File: src/rtl/ssg_pkg.sv
// Package for the stepper step generator: opcodes, driver modes, field widths
// and the packed layouts of the stream payloads.
// No dependencies; imported by every file of the block.
package ssg_pkg;

    localparam int TIMER_WIDTH_DEF = 16;

    localparam int PERIOD_W  = 16;
    localparam int TARGET_W  = 16;
    localparam int COUNT_W   = 17;
    localparam int PHASE_W   = 4;
    localparam int PHASE_IDX_W = 2;

    localparam int IN_TDATA_W  = 40;
    localparam int OUT_TDATA_W = 32;
    localparam int OPCODE_W    = 2;

    typedef enum logic [OPCODE_W-1:0] {
        OP_TICK = 2'd0,
        OP_MOVE = 2'd1,
        OP_SPIN = 2'd2,
        OP_STOP = 2'd3
    } opcode_t;

    typedef enum logic {
        MODE_STEP_DIR = 1'b0,
        MODE_WAVE     = 1'b1
    } drv_mode_t;

    // Input payload, lowest bit first: direction, period, step_target.
    typedef struct packed {
        logic [IN_TDATA_W-34:0] pad;
        logic [TARGET_W-1:0]    step_target;
        logic [PERIOD_W-1:0]    period;
        logic                   direction;
    } in_data_t;

    // Result payload, lowest bit first.
    typedef struct packed {
        logic [OUT_TDATA_W-26:0] pad;
        logic [COUNT_W-1:0]      steps_done;
        logic                    running;
        logic [PHASE_W-1:0]      phase_lines;
        logic                    enable_n;
        logic                    dir_out;
        logic                    step_pulse;
    } out_data_t;

endpackage

File: src/rtl/stepper_step_generator_unit.sv
// Stepper step generator top level: command/tick stream in, pin-state stream out.
// Depends on ssg_pkg.
//
//  channel   | direction | handshake              | payload
//  ----------+-----------+------------------------+---------------------------------------
//  s_axis    | in        | s_axis_tvalid/tready   | tuser opcode, tdata dir/period/target
//  m_axis    | out       | m_axis_tvalid/tready   | tdata pin levels, running, steps_done
//  cfg       | in        | cfg_valid/cfg_ready    | cfg_data driver_mode
//
// One transfer in per cycle while m_axis is not stalled; its result shows on m_axis the next cycle.
// The motion state is updated in the accept cycle; the driver mode is written over cfg.
// Input is taken while the result register is empty or being drained.
// Reset clears the motion state, disables the driver and turns all coils off.
module stepper_step_generator_unit
    import ssg_pkg::*;
#(
    parameter int TIMER_WIDTH = TIMER_WIDTH_DEF
) (
    input  logic                   clk,
    input  logic                   rst_n,
    input  logic                   s_axis_tvalid,
    output logic                   s_axis_tready,
    input  logic [IN_TDATA_W-1:0]  s_axis_tdata,  // direction, period[15:0], step_target[15:0]
    input  logic [OPCODE_W-1:0]    s_axis_tuser,  // opcode
    output logic                   m_axis_tvalid,
    input  logic                   m_axis_tready,
    output logic [OUT_TDATA_W-1:0] m_axis_tdata,  // step_pulse, dir_out, enable_n,
                                                  // phase_lines[3:0], running, steps_done[16:0]
    input  logic                   cfg_valid,
    output logic                   cfg_ready,
    input  logic                   cfg_data
);

    in_data_t  in_data;
    opcode_t   opcode;
    logic      accept;

    drv_mode_t                mode_reg;
    logic                     run_reg, run_next;
    logic                     spin_reg, spin_next;
    logic [COUNT_W-1:0]       step_cnt_reg, step_cnt_next;
    logic [TARGET_W-1:0]      target_reg, target_next;
    logic [PHASE_IDX_W-1:0]   phase_idx_reg, phase_idx_next;
    logic                     dir_reg, dir_next;
    logic [TIMER_WIDTH-1:0]   period_reg, period_next;
    logic [TIMER_WIDTH-1:0]   tick_reg, tick_next;
    logic                     enable_reg, enable_next;
    logic [PHASE_W-1:0]       phase_reg, phase_next;
    logic                     pulse;
    logic [TIMER_WIDTH:0]     tick_sum;

    logic      out_valid_reg;
    out_data_t out_reg, out_next;

    assign in_data       = in_data_t'(s_axis_tdata);
    assign opcode        = opcode_t'(s_axis_tuser);
    assign s_axis_tready = !out_valid_reg || m_axis_tready;
    assign accept        = s_axis_tvalid && s_axis_tready;
    assign cfg_ready     = 1'b1;
    assign m_axis_tvalid = out_valid_reg;
    assign m_axis_tdata  = out_reg;

    assign tick_sum = {1'b0, tick_reg} + (TIMER_WIDTH+1)'(1);

    always_comb
    begin
        run_next       = run_reg;
        spin_next      = spin_reg;
        step_cnt_next  = step_cnt_reg;
        target_next    = target_reg;
        phase_idx_next = phase_idx_reg;
        dir_next       = dir_reg;
        period_next    = period_reg;
        tick_next      = tick_reg;
        enable_next    = enable_reg;
        phase_next     = phase_reg;
        pulse          = 1'b0;
        unique case (opcode)
            OP_TICK:
            begin
                if (run_reg)
                begin
                    // period zero acts as period one
                    if (tick_sum >= {1'b0, period_reg})
                    begin
                        tick_next = '0;
                        if (!spin_reg && (step_cnt_reg > {1'b0, target_reg}))
                        begin
                            // move finished: drop run, no step
                            run_next      = 1'b0;
                            step_cnt_next = '0;
                        end
                        else
                        begin
                            if (mode_reg == MODE_STEP_DIR)
                            begin
                                enable_next = 1'b0;
                                pulse       = 1'b1;
                            end
                            else
                            begin
                                phase_next = PHASE_W'(1) << phase_idx_reg;
                                phase_idx_next = dir_reg ? phase_idx_reg - PHASE_IDX_W'(1)
                                                         : phase_idx_reg + PHASE_IDX_W'(1);
                            end
                            if (!spin_reg)
                                step_cnt_next = step_cnt_reg + COUNT_W'(1);
                        end
                    end
                    else
                    begin
                        tick_next = tick_sum[TIMER_WIDTH-1:0];
                    end
                end
            end
            OP_MOVE:
            begin
                dir_next    = in_data.direction;
                period_next = TIMER_WIDTH'(in_data.period);
                tick_next   = '0;
                run_next    = 1'b1;
                spin_next   = 1'b0;
                target_next = in_data.step_target;
            end
            OP_SPIN:
            begin
                dir_next    = in_data.direction;
                period_next = TIMER_WIDTH'(in_data.period);
                tick_next   = '0;
                run_next    = 1'b1;
                spin_next   = 1'b1;
            end
            OP_STOP:
            begin
                run_next      = 1'b0;
                step_cnt_next = '0;
                target_next   = '0;
                period_next   = '0;
                tick_next     = '0;
            end
            default: ;
        endcase
    end

    always_comb
    begin
        out_next             = '0;
        out_next.step_pulse  = pulse;
        out_next.dir_out     = dir_next;
        out_next.enable_n    = enable_next;
        out_next.phase_lines = phase_next;
        out_next.running     = run_next;
        out_next.steps_done  = step_cnt_next;
    end

    always_ff @(posedge clk or negedge rst_n)
    begin
        if (!rst_n)
        begin
            mode_reg      <= MODE_STEP_DIR;
            run_reg       <= 1'b0;
            spin_reg      <= 1'b0;
            step_cnt_reg  <= '0;
            target_reg    <= '0;
            phase_idx_reg <= '0;
            dir_reg       <= 1'b0;
            period_reg    <= '0;
            tick_reg      <= '0;
            enable_reg    <= 1'b1;
            phase_reg     <= '0;
            out_valid_reg <= 1'b0;
        end
        else
        begin
            if (cfg_valid && cfg_ready)
                mode_reg <= drv_mode_t'(cfg_data);
            if (accept)
            begin
                run_reg       <= run_next;
                spin_reg      <= spin_next;
                step_cnt_reg  <= step_cnt_next;
                target_reg    <= target_next;
                phase_idx_reg <= phase_idx_next;
                dir_reg       <= dir_next;
                period_reg    <= period_next;
                tick_reg      <= tick_next;
                enable_reg    <= enable_next;
                phase_reg     <= phase_next;
                out_valid_reg <= 1'b1;
            end
            else if (m_axis_tready)
            begin
                out_valid_reg <= 1'b0;
            end
        end
    end

    // payload needs no reset
    always_ff @(posedge clk)
    begin
        if (accept)
            out_reg <= out_next;
    end

endmodule

File: config.mk
export PLATFORM = sky130hd
export DESIGN_NAME = stepper_step_generator_unit
export DESIGN_NICKNAME = d
export VERILOG_FILES = /design/src/rtl/ssg_pkg.sv /design/src/rtl/stepper_step_generator_unit.sv
export SDC_FILE = /design/constraint.sdc
export NUM_CORES = 1
export LEC_CHECK = 0
export ABC_AREA = 1
export BUFFER_PORTS_ARGS = -buffer_cell sky130_fd_sc_hd__buf_2
export CAP_MARGIN = 20
export CORE_MARGIN = 2
export CORE_UTILIZATION = 45
export CTS_CLUSTER_SIZE = 8
export DETAILED_ROUTE_END_ITERATION = 10
export PLACE_DENSITY = 0.63
export SLEW_MARGIN = 20
export SYNTH_ARGS = -nofsm -noshare
export SYNTH_HDL_FRONTEND = slang
export SYNTH_SLANG_ARGS = --single-unit
File: constraint.sdc
create_clock -name clk -period 3.8 [get_ports clk]
set_input_delay 0.76 -clock clk [delete_from_list [all_inputs] [get_ports clk]]
set_output_delay 0.76 -clock clk [all_outputs]
set_load 0.01 [all_outputs]
==> flow_summary.yaml, run 1 <==
worst_setup_path:
  critPathRequiredTime_ns: 3.92
  critical_path_arrival_ns: 3.61
  path_class: "flop to flop"
  regToRegSetupSlack_ns: 0.31
  r2r_start: "tick_reg[0]"
  start_kind: "flop"
  critPathCaptureType: "flop"
  regToRegEndpoint: "m_axis_tdata[2]"
  reg2regPathDepth: 23
  path_max_fanout: 12
cells_and_area:
  nets: 932
  final_area_um2: 7000
  n_antenna_cell: 0
  largest_reg_flops: 25
  area_delta_synth_final_pct: 13.9
  final_layout_size_suffix_gt1_share_pct: 13.7
  final_cell_count_no_fill: 1027
timing:
  min_period_ns: 3.49
  rsz0062_at_grt: "no"
  finalHoldViolCount: 0
  max_freq_ghz: 0.287
  worst_pin_slew_ns: 0.950
  relSlewSlack_pct: 36.6
  maxSlewViolCount: 0
  finalSetupViolations: 0
  timing.final.crit_share_pct: 91.7
  setup_tns_ns: 0
  clock_skew_ns: 0.00825
logic_synthesis:
  synth.avg_cell_area_um2: 7.87
  async_reset_ff_share_pct: 75.5
  yosys.area.top_type: "dfrtp_1"
  synth_top_flop_cell: "dfrtp_1"
  synth-edff-count: 25
  ys_ff_latch: 102
  yosys.area.top_type_share_pct: 30.9
  ys_warn_count: 0
  netlist_area_um2: 6150
  ys_types: 43
  synthCells: 781
  synthTopCellsByArea: "dfrtp_1, nand2_1, edfxtp_1, ha_1, inv_1"
  synth-seq-area-share_pct: 43.6
global_route:
  grt_pass1_wl_um: 23000
  gr-total-overflow: 0
  antenna_found_initial: 0
  grt_pass1_vias: 5075
  grt_max_degree: 78
  track_usage_pct: 20.0
route:
  finalWirelength_um: 14000
  routedWlPerCell_um: 13.7
  drc: 0
  drtIter0Drc: 268
  firstDrtPassIters: 7
  via_count: 5224
  ant_nets: 0
  viasPerCell: 5.09
power:
  ir_drop_mv: 0.218
  cellLeakagePower_nw: 3.64
  p_per_area_nw_per_um2: 391
  power.total_mw: 2.74
cts:
  cts_buffer_depth: 2
  cts.clk_slew.worst_paths_ns: 0.07
  h-tree-depth: 3
  numCtsBuffers: 9
  clk_latency_ns: 0.36
  root_buffer: "clkbuf_16"
  cts_hold_buf: 0
  clkSinkCount: 102
  cts_tree: "done"
placed_design:
  place_hpwl_um: 9800
  placed_cells: 1007
  io_buffers: 67
  dpl-instance-area_um2: 6620
  gp_congestion: 0.844
floorplan:
  ios: 83
  die_area_um2: 14600
  dieWidth_um: 121
  num_rows: 42
  start_util_pct: 46.2
  die_h_um: 121
  core_um2: 13300
job:
  maxCapViolations: 0
min_path:
  hold_path_class: "primary input to asynchronous set/reset pin"
run_status:
  status: "completed"
per-stage QoR:
step	hold WS [ns]	setup slack [ns]	utilization, %
2_1_floorplan	0.448	0.864	-
3_3_place_gp	0.457	0.311	49.8
3_5_place_dp	0.461	0.285	49.8
4_1_cts	0.471	0.259	52.4
5_1_grt	0.483	0.0235	52.7
6_report	0.413	0.314	52.7
cells in the final DEF, fill, tap and decap left out, types with 2 or more instances in the layout:
master,instances
nand4_2,2
o21ai_0,55
nand3_1,85
conb_1,8
a21oi_1,15
dfrtp_1,76
ha_1,38
o22ai_1,3
buf_4,12
nor2_2,2
nor3_1,5
clkinv_1,2
and2_1,4
inv_2,3
bufinv_16,3
nand3_2,2
inv_1,119
o31ai_1,2
nor2_4,2
edfxtp_1,25
a21boi_1,7
clkbuf_16,9
buf_2,66
o21ai_1,7
nor2_1,33
o32ai_1,2
xnor2_1,3
xor2_1,18
nand2_2,4
nand2_1,210
nand4_1,11
synth_stat cells, types with 4 or more instances:
cell type  number
buf_4          10
edfxtp_1       25
nor2_1         35
clkbuf_1       16
nand3_1        85
o21ai_0        55
and2_1          4
dfrtp_1        76
nor3_1          5
xor2_1         18
nand4_1        11
ha_1           38
a21oi_1        15
o21ai_1         7
nand2_1       210
inv_1         120
a21boi_1        7
nand2_2         4
cell families (layout without fill, tap and decap cells):
kind of cell,count (synthesis),in the layout,share of synthesized area [%]
simple gates,367,367,26.6
fa+ha+maj,38,38,7.73
flops,102,102,43.6
buf+inv,156,220,10.5
xor+xnor,21,21,2.99
compound gates,95,95,8.53
other cells,2,8,0.122
metal layers:
layer	global-route usage (%)	wire [um]	vias to the layer above	part of all wire, %
met5	0	0	-	0
met4	10.8	529	0	3.8
met3	2.77	500	37	3.6
met2	34.8	7010	119	50
met1	23.8	6000	2441	43
li1	-	-	2627	-
power by group:
part	switching, mW	internal [mW]	leakage (nW)	total (mW)
clock network	0.421	0.664	0.170	1.08
logic	0.256	0.132	2.24	0.388
registers	0.0499	1.21	1.22	1.26
total	0.727	2.01	3.64	2.74
how the worst max path moves through the flow:
stage | depth (start not counted) | slack (ns) | startpoint | to
floorplan | 21 | 0.86 | tick_reg[0] | m_axis_tdata[2]
global placement | 21 | 0.31 | tick_reg[0] | m_axis_tdata[23]
detailed placement | 21 | 0.28 | tick_reg[0] | m_axis_tdata[6]
CTS | 23 | 0.26 | tick_reg[0] | m_axis_tdata[6]
global route | 21 | 0.02 | tick_reg[0] | m_axis_tdata[3]
finish | 23 | 0.31 | tick_reg[0] | m_axis_tdata[2]
critical path, stage by stage, from the launching register on:
cell and delay [ns]:
dfrtp_1 0.43, ha_1 0.21, nand2_2 0.08, inv_2 0.07
nand2_2 0.06, nor2_4 0.16, nand2_1 0.09, nor2_1 0.13
xnor2_1 0.15, inv_1 0.07, ha_1 0.32, nand2_1 0.07
inv_1 0.08, nand3_1 0.08, inv_1 0.07, nand4_2 0.11
nor2_1 0.18, nor2_4 0.07, nand3_4 0.19, inv_4 0.10
nor3_4 0.29, nand2_1 0.12, nand2_1 0.09, inv_1 0.04
cell type report:
cell class	count	area, um^2
clock inverters	5	104
fillers	1256	6290
multi-input cells	529	2850
repair buffers	79	432
well taps	176	220
clock buffers	11	243
inverters	125	472
flip-flops and latches	102	2680
repair_timing:
action | CTS | global route
gates resized for setup | 0 | 2
setup buffers | 0 | 4
setup endpoints to repair | 0 | 30
Power figures use the tool's default switching activity.
==> inputs of run 2 (changes only) <==
clock period = 3.6 ns   (was 3.8 ns; I/O delays follow)
==> flow_summary.yaml, run 2 (synthesized netlist as in run 1, its figures left out) <==
cts:
  clkSinkCount: 102
  cts_buffer_depth: 2
  h-tree-depth: 3
  numCtsBuffers: 9
  root_buffer: "clkbuf_16"
  cts_hold_buf: 0
  clk_latency_ns: 0.36
  cts.clk_slew.worst_paths_ns: 0.07
  cts_tree: "done"
timing:
  setup_tns_ns: 0
  clock_skew_ns: 0.00803
  fin_ws_ns: 0.264
  timing.final.crit_share_pct: 92.7
  maxSlewViolCount: 0
  finalSetupViolations: 0
  max_freq_ghz: 0.300
  worst_pin_slew_ns: 0.950
  relSlewSlack_pct: 36.6
  min_period_ns: 3.34
  finalHoldViolCount: 0
global_route:
  gr-total-overflow: 0
  grt_pass1_vias: 4977
  grt_max_degree: 78
  track_usage_pct: 19.7
  antenna_found_initial: 0
  grt_pass1_wl_um: 22800
min_path:
  hold_path_class: "primary input to asynchronous set/reset pin"
placed_design:
  io_buffers: 67
  place_hpwl_um: 9820
  placed_cells: 1011
  dp_slack_ns: 0.228
  gp_congestion: 0.818
floorplan:
  ios: 83
  core_um2: 13300
  dieWidth_um: 121
  num_rows: 42
  die_area_um2: 14600
  die_h_um: 121
  start_util_pct: 46.2
worst_setup_path:
  critPathRequiredTime_ns: 3.71
  start_kind: "flop"
  reg2regPathDepth: 23
  path_max_fanout: 6
  critical_path_arrival_ns: 3.45
  path_class: "flop to flop"
  critPathCaptureType: "flop"
  regToRegSetupSlack_ns: 0.26
job:
  maxCapViolations: 0
cells_and_area:
  layout_commonest_cell: "nand2_1"
  n_antenna_cell: 0
  largest_reg_flops: 25
  final_cell_mix: "nand2_1, inv_1, nand3_1"
  area_delta_synth_final_pct: 14.9
  nets: 938
  final_layout_size_suffix_gt1_share_pct: 15.1
  final_cell_count_no_fill: 1033
power:
  cellLeakagePower_nw: 3.64
  power.total_mw: 2.78
  ir_drop_mv: 0.205
  p_per_area_nw_per_um2: 393
route:
  firstDrtPassIters: 5
  drc: 0
  ant_nets: 0
  drtIter0Drc: 224
  viasPerCell: 5.02
  routedWlPerCell_um: 13.4
  finalWirelength_um: 13800
  via_count: 5182
run_status:
  status: "completed"
run 2: changes by cell type in the layout (fill, tap and decap cells not counted), moves of 2 or more:
cell / before / now
buf_4: 12 / 16
buf_6: 1 / 3
bufinv_16: 3 / 1
ha_1: 38 / 36
nor2_1: 33 / 31
nor2_2: 2 / 4
run 2: area by class of cell:
cell class | count | area (um^2)
clock buffer | 11 | 264
timing repair buffer | 85 | 484
inverter | 125 | 472
fill | 1260 | 6230
multi-input combinational | 529 | 2890
sequential | 102 | 2680
clock inverter | 5 | 55.1
tap | 176 | 220
run 2: worst max-delay path: stages (launching register included):
cell,delay [ns]
dfrtp_2,0.40
ha_2,0.20
nand2_2,0.07
inv_2,0.07
nand2_2,0.06
nor2_4,0.15
nand2_1,0.10
nor2_2,0.13
xnor2_2,0.13
inv_1,0.09
ha_4,0.28
nand2_1,0.04
inv_1,0.07
nand3_1,0.08
inv_1,0.07
nand4_2,0.12
nor2_2,0.17
nor2_4,0.06
nand3_4,0.17
inv_4,0.06
nor3_4,0.30
nand2_2,0.12
nand2_1,0.07
nand2_1,0.05
run 2: stage by stage:
| stage | area [um^2] | utilization, % | hold slack (ns) |
|---|---|---|---|
| global route | 7060 | 53.1 | 0.465 |
| global placement | 6650 | 50.0 | 0.456 |
| detailed placement | 6650 | 50.0 | 0.461 |
| floorplan | 6170 | - | 0.424 |
| CTS | 6960 | 52.4 | 0.471 |
| finish | 7060 | 53.1 | 0.401 |
run 2: metal layers:
| layer | share of wire [%] | vias up | track usage, % |
|---|---|---|---|
| met4 | 2.1 | 0 | 7.85 |
| met5 | 0 | - | 0 |
| li1 | - | 2640 | - |
| met2 | 52 | 96 | 35.3 |
| met3 | 3.3 | 19 | 2.87 |
| met1 | 43 | 2427 | 23.8 |
run 2: path summary, 6_finish.rpt:
check	startpoint	end
worst max register to register	tick_reg[0]	m_axis_tdata[4]
worst max-delay path	tick_reg[0]	m_axis_tdata[4]
worst min-delay path	rst_n	period_reg[2]
max in group asynchronous	rst_n	tick_reg[0]
worst min register to register	enable_reg	enable_reg
min in group clk	enable_reg	enable_reg
run 2: what timing repair did:
item                       CTS  global route
setup endpoints to repair    0            37
hold endpoints to repair     0             0
setup buffers                0             6
gates resized for setup      0            10
run 2: power breakdown:
part,total [mW],leakage (nW),internal [mW],switching [mW]
clock,1.03,0.154,0.598,0.431
combinational,0.418,2.27,0.143,0.274
sequential,1.33,1.22,1.28,0.0527
==> inputs of run 3 (changes only) <==
CORE_UTILIZATION = 58   (was 45)
PLACE_DENSITY = 0.78   (was 0.63)
==> flow_summary.yaml, run 3 (synthesized netlist as in run 1, its figures left out) <==
run_status:
  status: "completed"
route:
  finalWirelength_um: 13700
  drc: 0
  ant_nets: 0
  routedWlPerCell_um: 13.8
  via_count: 5239
  viasPerCell: 5.29
  firstDrtPassIters: 5
  drtIter0Drc: 356
cts:
  cts_buffer_depth: 2
  numCtsBuffers: 9
  cts_hold_buf: 0
  clkSinkCount: 102
  h-tree-depth: 3
  root_buffer: "clkbuf_8"
  clk_latency_ns: 0.38
  cts_tree: "done"
  cts.clk_slew.worst_paths_ns: 0.10
cells_and_area:
  layout_commonest_cell: "nand2_1"
  n_antenna_cell: 0
  nets: 936
  largest_reg_flops: 25
  final_util_pct: 67.0
  final_cell_mix: "nand2_1, inv_1, nand3_1"
  area_delta_synth_final_pct: 12.6
  nFillCells: 840
  final_layout_size_suffix_gt1_share_pct: 14.7
  final_area_um2: 6920
placed_design:
  place_hpwl_um: 9630
  io_buffers: 67
  dpl-instance-area_um2: 6570
  gp_congestion: 0.862
  dp_slack_ns: 0.189
worst_setup_path:
  regToRegEndpoint: "m_axis_tdata[24]"
  start_kind: "flop"
  critPathCaptureType: "flop"
  cpLargestDelayFamily: "simple AND/OR/NAND/NOR gates"
  reg2regPathDepth: 20
  worstPathCellList: "ha_2, nand2_2, inv_2, nand2_2, nor2_4, inv_1, nor2_1, nand4_1, xor2_1, ha_1, a21oi_1, o211ai_2, inv_1, nand2_1, nor2_4, nand3_4, buf_12, nand2_8, o21ai_0, and2_1"
  path_class: "flop to flop"
  critPathRequiredTime_ns: 3.73
  critPathLaunch: "tick_reg[0]"
  path_depth: 20
  endpoint: "m_axis_tdata[24]"
  critPathBufInv: 4
  cpPeakStageDelay_ns: 0.40
  path_max_fanout: 17
  r2r_start: "tick_reg[0]"
  regToRegSetupSlack_ns: 0.20
  critical_path_arrival_ns: 3.54
  critPathSlowestCell: "dfrtp_1"
timing:
  maxSlewViolCount: 0
  min_period_ns: 3.40
  relSlewSlack_pct: 36.7
  clock_skew_ns: 0.00691
  fin_ws_ns: 0.198
  timing.final.crit_share_pct: 94.5
  worst_pin_slew_ns: 0.949
  finalHoldViolCount: 0
  max_freq_ghz: 0.294
  setup_tns_ns: 0
  finalSetupViolations: 0
floorplan:
  die_h_um: 107
  num_rows: 37
  dieWidth_um: 107
  core_um2: 10300
  die_area_um2: 11400
  ios: 83
  start_util_pct: 59.5
global_route:
  grt_max_degree: 78
  gr-total-overflow: 0
  grt_pass1_wl_um: 23200
  antenna_found_initial: 0
  grt_pass1_vias: 5073
  track_usage_pct: 25.4
power:
  ir_drop_mv: 0.228
  p_per_area_nw_per_um2: 372
  power.total_mw: 2.57
  cellLeakagePower_nw: 3.60
min_path:
  hold_path_class: "primary input to asynchronous set/reset pin"
job:
  maxCapViolations: 0
run 3: routing by layer:
metal,vias up,GRT usage [%],wire [um]
met4,0,9.28,367
met3,34,3.10,484
met5,-,0,0
met2,130,43.9,6800
met1,2445,33.0,6010
li1,2630,-,-
run 3: area by class of cell:
type	instances	area, um^2	area share [%]
timing repair buffer	83	490	7.09
clock inverter	5	81.3	1.18
multi-input combinational	529	2890	41.7
inverter	125	472	6.82
clock buffer	11	141	2.04
tap	136	170	2.46
sequential	102	2680	38.7
run 3: how the worst min path moves through the flow:
stage / cells past startpoint / endpoint / start / slack, ns
finish: 1 / period_reg[1] / rst_n / 0.25
global route: 1 / period_reg[4] / rst_n / 0.26
CTS: 2 / enable_reg / enable_reg / 0.48
detailed placement: 2 / enable_reg / enable_reg / 0.47
global placement: 2 / enable_reg / enable_reg / 0.46
floorplan: 0 / dir_reg / rst_n / 0.42
run 3: stage by stage:
stage / hold slack, ns / instances
after floorplan: 0.424 / 787
after global placement: 0.457 / 968
after detailed placement: 0.473 / 968
after CTS: 0.484 / 984
after global routing: 0.256 / 991
final: 0.246 / 991
run 3: power by group:
| group | switching, mW | internal, mW |
|---|---|---|
| registers | 0.0527 | 1.28 |
| logic | 0.279 | 0.148 |
| clock network | 0.402 | 0.413 |
| total | 0.733 | 1.84 |
run 3: what timing repair did:
| action | in CTS | in global routing |
|---|---|---|
| setup endpoints to repair | 0 | 47 |
| hold endpoints to repair | 0 | 0 |
| resized for setup | 0 | 9 |
| setup buffers | 0 | 6 |
